<file path="src/hdl/cgl_pkg.sv">
// Shared types and constants of the color gradient lookup.
// Stop packing, work item layout and register indexes; no dependencies.
package cgl_pkg;

   localparam int VAL_W       = 32;
   localparam int CHAN_W      = 8;
   localparam int NUM_CHAN    = 3;
   localparam int STOP_REGS   = 7;
   localparam int MAX_STOPS   = 7;
   localparam int CNT_W       = 3;
   localparam int STOP_W      = VAL_W + NUM_CHAN * CHAN_W;
   localparam int NUM_W       = VAL_W + 1;
   localparam int PROD_W      = NUM_W + CHAN_W;
   localparam int DIFF_W      = CHAN_W + 1;
   localparam int SUM_W       = CHAN_W + 2;
   localparam int DIV_STAGES  = CHAN_W;
   localparam int QUEUE_DEPTH = 4;
   localparam int QPTR_W      = $clog2(QUEUE_DEPTH);
   localparam int QCNT_W      = QPTR_W + 1;
   localparam int CSR_IDX_W   = 3;
   localparam int REQ_W       = 32;
   localparam int RSP_W       = NUM_CHAN * CHAN_W;

   localparam logic [CSR_IDX_W-1:0] CSR_STOP_COUNT = 3'd0;
   localparam logic [CSR_IDX_W-1:0] CSR_STOP_BASE  = 3'd1;

   typedef logic [CHAN_W-1:0] chan_type;

   // color[0] red, color[1] green, color[2] blue above the value
   typedef struct packed {
      chan_type [NUM_CHAN-1:0] color;
      logic signed [VAL_W-1:0] value;
   } stop_type;

   typedef struct packed {
      logic                    interp;
      logic signed [VAL_W-1:0] sample;
      stop_type                lo;
      stop_type                hi;
   } work_type;

endpackage

</file>
<file path="src/hdl/cgl_queue.sv">
// Short queue of classified work items between front and back end.
// Depends on cgl_pkg.
module cgl_queue (
   input  logic              clock,
   input  logic              reset,
   input  logic              push_valid,
   output logic              push_ready,
   input  cgl_pkg::work_type push_item,
   output logic              pop_valid,
   input  logic              pop_ready,
   output cgl_pkg::work_type pop_item
);
   import cgl_pkg::*;

   work_type          entry_ff [QUEUE_DEPTH];
   logic [QPTR_W-1:0] wr_ptr_ff, wr_ptr_in;
   logic [QPTR_W-1:0] rd_ptr_ff, rd_ptr_in;
   logic [QCNT_W-1:0] count_ff, count_in;
   logic              push;
   logic              pop;

   assign push_ready = (count_ff != QCNT_W'(QUEUE_DEPTH));
   assign pop_valid  = (count_ff != '0);
   assign push       = push_valid && push_ready;
   assign pop        = pop_valid && pop_ready;
   assign pop_item   = entry_ff[rd_ptr_ff];

   always_comb begin
      wr_ptr_in = push ? wr_ptr_ff + QPTR_W'(1) : wr_ptr_ff;
      rd_ptr_in = pop ? rd_ptr_ff + QPTR_W'(1) : rd_ptr_ff;
      count_in  = count_ff + QCNT_W'(push) - QCNT_W'(pop);
   end

   always_ff @(posedge clock) begin
      if (reset) begin
         wr_ptr_ff <= '0;
         rd_ptr_ff <= '0;
         count_ff  <= '0;
      end else begin
         wr_ptr_ff <= wr_ptr_in;
         rd_ptr_ff <= rd_ptr_in;
         count_ff  <= count_in;
      end
   end

   always_ff @(posedge clock) begin
      if (push) begin
         entry_ff[wr_ptr_ff] <= push_item;
      end
   end

endmodule

</file>
<file path="config.mk">
export PLATFORM = sky130hd
export DESIGN_NAME = cgl_queue
export DESIGN_NICKNAME = d
export VERILOG_FILES = /design/src/hdl/cgl_pkg.sv /design/src/hdl/cgl_queue.sv
export SDC_FILE = /design/constraint.sdc
export NUM_CORES = 1
export LEC_CHECK = 0
export ABC_AREA = 1
export BUFFER_PORTS_ARGS = -buffer_cell sky130_fd_sc_hd__buf_4
export CAP_MARGIN = 30
export CORE_MARGIN = 5
export CORE_UTILIZATION = 57
export CTS_BUF_LIST = sky130_fd_sc_hd__clkbuf_8 sky130_fd_sc_hd__clkbuf_16
export DETAILED_ROUTE_END_ITERATION = 10
export GPL_TIMING_DRIVEN = 0
export PLACE_DENSITY_LB_ADDON = 0.12
export SYNTH_ARGS = -nofsm -noshare
export SYNTH_HDL_FRONTEND = slang
export SYNTH_SLANG_ARGS = --single-unit
</file>
<file path="constraint.sdc">
create_clock -name clock -period 10.05 [get_ports clock]
set_input_delay 1.005 -clock clock [delete_from_list [all_inputs] [get_ports clock]]
set_output_delay 1.005 -clock clock [all_outputs]
set_load 0.1 [all_outputs]
</file>
==> results.yml <==
route:
  vias_per_cell: 5.669
  drtAntennaViolNets: 0
  wl_met3_um: 5031
  wl_met2_um: 26730
  wl_um: 53040
  drtPass1Iterations: 5
  top_layer: "met5"
  drc: 0
  num_vias: 13620
  drtIter0Drc: 1056
  wl_met1_um: 20280
  wl_per_cell_um: 22.08
cts:
  root_buffer: "clkbuf_16"
  ctsHoldBuffers: 0
  cts_tree: "yes"
  clockBufferDepth: 3
  cts.reportedPaths.clkPinSlew_ps: 60
  numClockSinks: 589
  numCtsBuffers: 56
  clk_latency_ps: 600
  ctsHtreeMaxLevel: 2
  cts_setup_buffers: 0
  cts_resized: 0
logic_synthesis:
  synth_seq_area_share_pct: 80.60
  synthArstFlopShare_pct: 0
  yosysUniqueCellTypes: 17
  netlist_instances: 1467
  yosys_warnings: 0
  synth_top_area_share_pct: 79.77
  synth_edf_count: 580
  ys_seq_elements: 589
  synth_area_leader_cell: "edfxtp_1"
  synthFlopType: "edfxtp_1"
  synth_area_leaders: "edfxtp_1 (80%), o21ai_0 (6.7%), nor2_1 (5.2%), o22ai_1 (4.2%), clkbuf_1 (1.0%)"
  synth_area_per_cell_um2: 14.88
  synth.cell_area_mm2: 0.02183
  synth_nets: 1623
  synth_common_cells: "edfxtp_1 (580), nor2_1 (303), o21ai_0 (291)"
  synth.most_common_cell: "edfxtp_1"
timing:
  final.setup_skew_ps: 19.64
  finalCritPeriodShare_pct: 37.47
  worstMarginPinSlew_ps: 778.8
  fmax_mhz: 265.5
  setup_tns_ps: 0
  hold_viol: 0
  slew_violations: 0
  timing.final.crit_period_ps: 3766
  rsz0062_at_grt: "false"
  setup_violations: 0
  fin_ws_ps: 6284
  maxSlewHeadroom_pct: 47.96
setup_path:
  rrSetupSlack_ps: 7250
  crit_path_end_kind: "primary output"
  rr_endpoint: "entry_ff[2][130]$_DFFE_PP_"
  crit_path_start_kind: "flip-flop"
  crit_path_end: "pop_item[54]"
  reg2reg_from: "count_ff[1]$_SDFF_PP0_"
  worstRegToRegCells: 7
  worst_ep_arrival_time_ps: 2760
  crit_required_ps: 9050
  critPathKind: "reg2out"
  path_max_fanout: 10
grt:
  grt_pass1_wl_um: 78830
  antenna_found_initial: 5
  overflow: 0
  grt_pass1_vias: 13500
  gr-usage-all-layers_pct: 24.72
  grt_max_degree: 30
layout:
  utilization_pct: 71.45
  multi_input_area_mm2: 0.003721
  stdcell_count: 2402
  area_growth_pct: 23.55
  num-fill-cells: 2484
  drive_gt1_share_pct: 22.87
  nets: 1999
  seq_area_mm2: 0.01760
power_and_ir_drop:
  power_density_mw_per_mm2: 322.1
  p_leak_uw: 0.009511
  vdd.ir_drop.worst_mv: 0.2719
  total_power_uw: 8687
worst_hold_path:
  hp-class: "reg2reg"
run:
  maxCapViolCount: 0
die:
  rows: 71
  start_util_pct: 57.83
  pin_count: 296
  die_w_um: 205.7
  core_area_mm2: 0.03776
  dieArea_mm2: 0.04232
  fp.dieH_um: 205.7
place:
  dp_cells: 2296
  gp_congestion: 0.7484
  hpwlAfterDp_um: 34160
  portBuffers: 295
  dp_slack_ps: 6891
run_status:
  outcome: "finished clean"
flip-flops by register name, summed over array words and instances (netlist names), named ones only:
register	flops
rd_ptr_ff	2
wr_ptr_ff	2
count_ff	3
entry_ff	580
stage by stage:
| step | instance area (µm²) | hold slack [ps] |
|---|---|---|
| 6_report | 26970 | 526.8 |
| 5_1_grt | 26970 | 556.1 |
| 4_1_cts | 26970 | 518.1 |
| 3_5_place_dp | 25210 | 489.6 |
| 3_3_place_gp | 24690 | 461.9 |
| 2_1_floorplan | 21830 | 448.1 |
worst max-delay path, cell delays in order, from the launching register on:
cell and delay, ps:
dfxtp_1 340, buf_2 330, buf_2 430, buf_2 330, nor2_1 80, o22ai_1 280
buf_4 360
worst min path at each step:
stage | end | cells past startpoint | from
after global placement | rd_ptr_ff[0]$_SDFFE_PP0P_ | 2 | rd_ptr_ff[0]$_SDFFE_PP0P_
after global routing | rd_ptr_ff[1]$_SDFFE_PP0P_ | 2 | rd_ptr_ff[1]$_SDFFE_PP0P_
final | rd_ptr_ff[0]$_SDFFE_PP0P_ | 2 | rd_ptr_ff[0]$_SDFFE_PP0P_
after CTS | rd_ptr_ff[0]$_SDFFE_PP0P_ | 2 | rd_ptr_ff[0]$_SDFFE_PP0P_
after floorplan | flip-flop | 2 | rd_ptr_ff[0]$_SDFFE_PP0P_
after detailed placement | rd_ptr_ff[0]$_SDFFE_PP0P_ | 2 | rd_ptr_ff[0]$_SDFFE_PP0P_
area by class of cell:
type	count	share of cell area [%]
sequential	589	65.24
multi-input combinational	767	13.79
timing repair buffer	318	10.03
clock buffer	57	5.288
tap	511	2.370
buffer	95	1.800
clock inverter	47	1.243
inverter	16	0.2226
antenna	2	0.01855
cell families after synthesis:
family	count (synthesis)	share of synthesized area [%]
flip-flops	589	80.60
AO/OA/AOI/OAI	442	10.99
AND/OR/NAND/NOR	318	5.484
buffers and inverters	111	2.499
adder cells (fa/ha/maj)	7	0.4355
power breakdown:
group / switching, µW / internal [µW]
Sequential: 54.4 / 2990
Combinational: 2940 / 695
Clock: 858 / 1150
layout by cell type (no fill, tap or decap), types with 9 or more instances in the layout:
master	n
o21ai_0	291
buf_12	19
edfxtp_1	580
o22ai_1	145
buf_6	13
buf_4	297
clkbuf_1	61
nand2_1	12
inv_1	28
clkbuf_16	57
clkinv_1	16
dfxtp_1	9
nor2_1	299
buf_2	19
per-layer routing:
layer,vias to the layer above,GRT usage (%)
met3,75,6.509
met4,10,5.646
li1,6312,-
met5,-,0
met2,543,40.83
met1,6676,33.56
(Power assumes the default switching activity.)
