**src/hdl/cgl_pkg.sv**
```systemverilog
// Shared types and constants of the color gradient lookup.
// Stop packing, work item layout and register indexes; no dependencies.
package cgl_pkg;

   localparam int VAL_W       = 32;
   localparam int CHAN_W      = 8;
   localparam int NUM_CHAN    = 3;
   localparam int STOP_REGS   = 7;
   localparam int MAX_STOPS   = 7;
   localparam int CNT_W       = 3;
   localparam int STOP_W      = VAL_W + NUM_CHAN * CHAN_W;
   localparam int NUM_W       = VAL_W + 1;
   localparam int PROD_W      = NUM_W + CHAN_W;
   localparam int DIFF_W      = CHAN_W + 1;
   localparam int SUM_W       = CHAN_W + 2;
   localparam int DIV_STAGES  = CHAN_W;
   localparam int QUEUE_DEPTH = 4;
   localparam int QPTR_W      = $clog2(QUEUE_DEPTH);
   localparam int QCNT_W      = QPTR_W + 1;
   localparam int CSR_IDX_W   = 3;
   localparam int REQ_W       = 32;
   localparam int RSP_W       = NUM_CHAN * CHAN_W;

   localparam logic [CSR_IDX_W-1:0] CSR_STOP_COUNT = 3'd0;
   localparam logic [CSR_IDX_W-1:0] CSR_STOP_BASE  = 3'd1;

   typedef logic [CHAN_W-1:0] chan_type;

   // color[0] red, color[1] green, color[2] blue above the value
   typedef struct packed {
      chan_type [NUM_CHAN-1:0] color;
      logic signed [VAL_W-1:0] value;
   } stop_type;

   typedef struct packed {
      logic                    interp;
      logic signed [VAL_W-1:0] sample;
      stop_type                lo;
      stop_type                hi;
   } work_type;

endpackage

```
**src/hdl/cgl_front.sv**
```systemverilog
// Front end of the color gradient lookup: accepts a sample, searches the stops
// and classifies it into a work item. Depends on cgl_pkg.
module cgl_front (
   input  logic                                        clock,
   input  logic                                        reset,
   input  logic [cgl_pkg::CNT_W-1:0]                   stop_count,
   input  cgl_pkg::stop_type [cgl_pkg::STOP_REGS-1:0]  stops,
   input  logic                                        req_tvalid,
   output logic                                        req_tready,
   input  logic [cgl_pkg::REQ_W-1:0]                   req_tdata,   // sample_value
   output logic                                        work_valid,
   input  logic                                        work_ready,
   output cgl_pkg::work_type                           work_item
);
   import cgl_pkg::*;

   logic                 front_valid_ff, front_valid_in;
   work_type             front_item_ff, front_item_in;
   work_type             classified;
   logic [CNT_W-1:0]     n_used;
   logic [STOP_REGS-1:0] first_gt;
   logic [STOP_REGS-1:0] lo_sel;
   logic                 found;
   logic                 accept;

   always_comb begin
      logic gt;
      n_used = (stop_count > CNT_W'(MAX_STOPS)) ? CNT_W'(MAX_STOPS) : stop_count;
      found = 1'b0;
      first_gt = '0;
      // first stop strictly above the sample
      for (int j = 0; j < STOP_REGS; j++) begin
         gt = (CNT_W'(j) < n_used) && (stops[j].value > $signed(req_tdata));
         if (gt && !found) begin
            first_gt[j] = 1'b1;
         end
         found = found | gt;
      end

      lo_sel = '0;
      if (n_used < CNT_W'(2)) begin
         lo_sel = '0;
      end else if (!found) begin
         for (int j = 0; j < STOP_REGS; j++) begin
            lo_sel[j] = (CNT_W'(j) == n_used - CNT_W'(1));
         end
      end else if (first_gt[0]) begin
         lo_sel[0] = 1'b1;
      end else begin
         lo_sel[STOP_REGS-2:0] = first_gt[STOP_REGS-1:1];
      end

      classified.interp = (n_used >= CNT_W'(2)) && found && !first_gt[0];
      classified.sample = $signed(req_tdata);
      classified.lo = '0;
      classified.hi = '0;
      for (int j = 0; j < STOP_REGS; j++) begin
         classified.lo = classified.lo | (lo_sel[j] ? stops[j] : '0);
         classified.hi = classified.hi | (first_gt[j] ? stops[j] : '0);
      end
   end

   assign req_tready = !front_valid_ff || work_ready;
   assign accept     = req_tvalid && req_tready;

   always_comb begin
      front_valid_in = front_valid_ff;
      front_item_in  = front_item_ff;
      if (accept) begin
         front_valid_in = 1'b1;
         front_item_in  = classified;
      end else if (work_ready) begin
         front_valid_in = 1'b0;
      end
   end

   always_ff @(posedge clock) begin
      if (reset) begin
         front_valid_ff <= 1'b0;
      end else begin
         front_valid_ff <= front_valid_in;
      end
   end

   always_ff @(posedge clock) begin
      front_item_ff <= front_item_in;
   end

   assign work_valid = front_valid_ff;
   assign work_item  = front_item_ff;

endmodule

```
**config.mk**
```make
export PLATFORM = sky130hd
export DESIGN_NAME = cgl_front
export DESIGN_NICKNAME = d
export VERILOG_FILES = /design/src/hdl/cgl_pkg.sv /design/src/hdl/cgl_front.sv
export SDC_FILE = /design/constraint.sdc
export NUM_CORES = 1
export LEC_CHECK = 0
export BUFFER_PORTS_ARGS = -buffer_cell sky130_fd_sc_hd__buf_2
export CORE_AREA = 4 4 225 227
export CTS_CLUSTER_DIAMETER = 80
export CTS_CLUSTER_SIZE = 25
export DETAILED_ROUTE_END_ITERATION = 7
export DIE_AREA = 0 0 229 231
export SLEW_MARGIN = 15
export SYNTH_ARGS = -nofsm -noshare
export SYNTH_HDL_FRONTEND = slang
export SYNTH_SLANG_ARGS = --single-unit
```
**constraint.sdc**
```tcl
create_clock -name clock -period 9.7 [get_ports clock]
set_input_delay 0.485 -clock clock [delete_from_list [all_inputs] [get_ports clock]]
set_output_delay 0.485 -clock clock [all_outputs]
set_load 0.01 [all_outputs]
```
==> impl_results.md <==
- Largest net degree at the start of global routing: 69
- CORE AREA: 0.04865 sq mm
- RSZ-0062 raised after global routing: no
- Layout cells sized above 1: 31.15%
- Grt ovf: 0
- Crit share post-route: 66.67%
- Worst-path maximum fanout: 39
- Worst slew pin tran: 1.235 ns
- P_leak: 8.530 nW
- Register Area: 0.004374 sq mm
- Yosys reg bits: 146
- Final Instance Area: 0.01923 sq mm
- Peak supply drop: 0.08688 mV
- Number of clock sinks: 146
- Minimum clock period: 6.467 ns
- Longest Clk Path Bufs: 2
- Drt pass-1 iters: 8
- Flop pwr share: 31.1%
- Vias per cell: 6.593
- Mapped Cells: 1617
- Ys flop type: edfxtp_1
- Status: finished with violations
- Total power: 0.002729 W
- Net Count, Synth: 2273
- Failing checks: DRC
- CP Class: in2reg
- Hold Buf Count CTS: 0
- Clk pwr share: 27.4%
- Drt drc: 7
- Clock skew: 0.01061 ns
- Area growth syn-to-layout: 28.54%
- Multi-input gate area: 0.009983 sq mm
- Fillcell total: 4915
- Total Wirelength: 88.77 mm
- H-tree level count: 4
- FP Rows: 81
- Final hold vios: 0
- Post-CTS Setup Inserts: 0
- Post-detail-place hpwl: 65.15 mm
- Max-slew violation count: 0
- Final hold slack: 0.1470 ns
- Critical path capture point type: flip-flop
- Max Cap Viol: 0
- CTS tree: built
- Worst Path Arrival: 6.71 ns
- Mapped Area: 0.01496 sq mm
- Number of flops mapped to enable cells by yosys: 145
- Number of global-route vias before repair: 18260
- Area of placed instances: 0.01856 sq mm
- Final setup violation count: 0
- Die width: 229 um
- Sw power: 0.001101 W
- Wire per inst: 31.94 um
- Internal power: 0.001628 W
- ANT nets after route: 0
- Die height: 231 um
- Latest clock arrival within the worst-skew pair: 0.51 ns
- Pwr dens: 141.9 mW/mm^2
- Vias: 18320
- Tot GR Track Use: 32.03%
- Post-cts repair resize count: 0
- Port Buffer Count: 577
- Synth Warn #: 0
- Ys async rst share: 0%
- Final GP Congestion: 0.9904
- Setup TNS: 0 ns
- Sw frac: 40.33%
- Total CTS buffers: 17
- Initial Util: 30.75%
- Startpoint Class: input port
- Top-Level Pins: 578
- Die area: 0.05290 sq mm
- Post-synthesis sequential area ratio: 29.24%
- DRT iter0 DRCs: 2789
- Worst min path class: in2reg
- Req. time, crit path: 9.95 ns
- Slew headroom: 17.57%
- Avg Cell Area, Syn: 9.252 sq um
- Initial antenna violation count: 12
- Nets: 2791
- Root Buffer: clkbuf_16
- Peak Freq: 154.6 MHz
- First-pass GRT wire length: 125.6 mm
- Distinct cell type count after synthesis: 68
- Clock slew at reported path FFs: 0.07 ns
- Gate power share: 41.5%
## final cells by class
cell class	instances	area share [%]
inverters	82	1.601
clock inverters	14	0.9174
repair buffers	609	16.37
multi-input cells	1279	51.92
diodes	9	0.1171
clock buffers	18	2.284
flip-flops and latches	146	22.75
well taps	622	4.047
## worst paths after layout
kind	from	end	slack, ns	cells past startpoint
worst min-delay path	reset	work_valid	0.15	2
worst max register to register	work_valid	work_item[62]	7.31	3
worst max-delay path	req_tdata[14]	work_item[78]	3.23	16
worst min register to register	work_valid	work_valid	0.59	2
## synth_stat cells (all sizes together), types with 3 or more instances
cell	number	share of area [%]
a2111o	10	0.75
a2111oi	48	2.8
a211o	3	0.18
a211oi	13	0.65
a21boi	46	2.3
a21o	22	1.1
a21oi	83	2.8
a221o	13	0.87
a221oi	51	3.0
a222oi	93	6.2
a22o	20	1.2
a22oi	17	0.85
a31oi	4	0.17
a32o	9	0.60
and2	21	0.88
and3	5	0.21
and4	3	0.18
buf	27	0.84
clkbuf	83	2.1
edfxtp	145	29
ha	225	19
inv	82	2.1
mux2i	10	0.67
nand2	164	4.1
nand2b	4	0.17
nand3	100	3.3
nand4	48	2.0
nand4b	3	0.18
nor2	30	0.75
nor2b	11	0.46
nor3	43	1.4
nor3b	42	2.1
nor4	25	1.2
o211ai	20	1.0
o21a	6	0.30
o21ai	17	0.57
o21bai	36	1.8
o221ai	4	0.23
o31ai	3	0.15
or4	3	0.15
## layout by cell type (no fill, tap or decap), types with 4 or more instances in the layout
cell type and n:
o21a_1 6, nand4_1 48, diode_2 9, a221o_1 13, inv_1 82, nand2_1 163
a21oi_1 83, nor4_1 21, buf_2 577, nor2b_1 11, nand3_1 98, clkbuf_16 17
o21bai_1 35, a21o_1 22, o21ai_0 15, and2_1 17, a21boi_0 46, nor3b_1 42
edfxtp_1 145, buf_4 31, and3_1 5, o221ai_1 4, a2111o_1 10, o211ai_1 20
nor3_1 41, ha_1 225, a222oi_1 93, a31oi_1 4, a32o_1 9, nor2_1 25
nand2b_1 4, mux2i_1 9, a221oi_1 51, a211oi_1 13, a22o_1 20, a2111oi_0 48
a22oi_1 17, inv_6 5
## sequential cells by signal, summed over array words and instances (netlist names)
register,flops
work_valid,1
work_item,145
## kinds of logic after synthesis
logic type	after synthesis	synth area share, %
AO/OA/AOI/OAI	531	28.35
buffers and inverters	192	4.976
multiplexers	11	0.7444
flip-flops	146	29.24
adder cells (fa/ha/maj)	225	18.82
AND/OR/NAND/NOR	512	17.87
## worst max-delay path, cell delays in order
cell      delay [ns]
buf_2           0.09
inv_1           0.16
ha_1            0.38
nand4_1         0.18
nor4_1          1.04
a21boi_0        0.65
o31ai_1         0.15
nand2_1         0.17
mux2i_4         0.89
buf_4           0.61
nor4_2          0.12
buf_4           0.33
buf_4           0.38
a32o_1          0.31
a2111o_1        0.34
a221o_1         0.28
## power by group through the flow
stage                     registers [W]  clock network (W)  logic [W]
after floorplan                0.000898                  0   0.000528
final                          0.000848           0.000748    0.00113
after global placement         0.000860                  0    0.00108
after detailed placement       0.000860                  0    0.00109
after CTS                      0.000848           0.000760    0.00110
after global routing           0.000853           0.000775    0.00121
## per-layer routing
metal  vias to the layer above  GRT usage, %  share of wire, %
met4                         2         18.54               6.3
met3                       364         8.329                11
met5                         -             0             0.014
met1                      8705         38.97                38
met2                      1543         51.32                45
li1                       7709             -                 -
## per-stage QoR
step	setup WS [ns]	std cells	util, %
final	3.233	2779	39.53
after global routing	3.331	2775	39.51
after CTS	3.590	2769	39.43
after detailed placement	3.041	2737	38.16
after global placement	3.113	2737	38.16
after floorplan	5.151	1617	-
No activity file was read; power rests on OpenSTA's default activity.
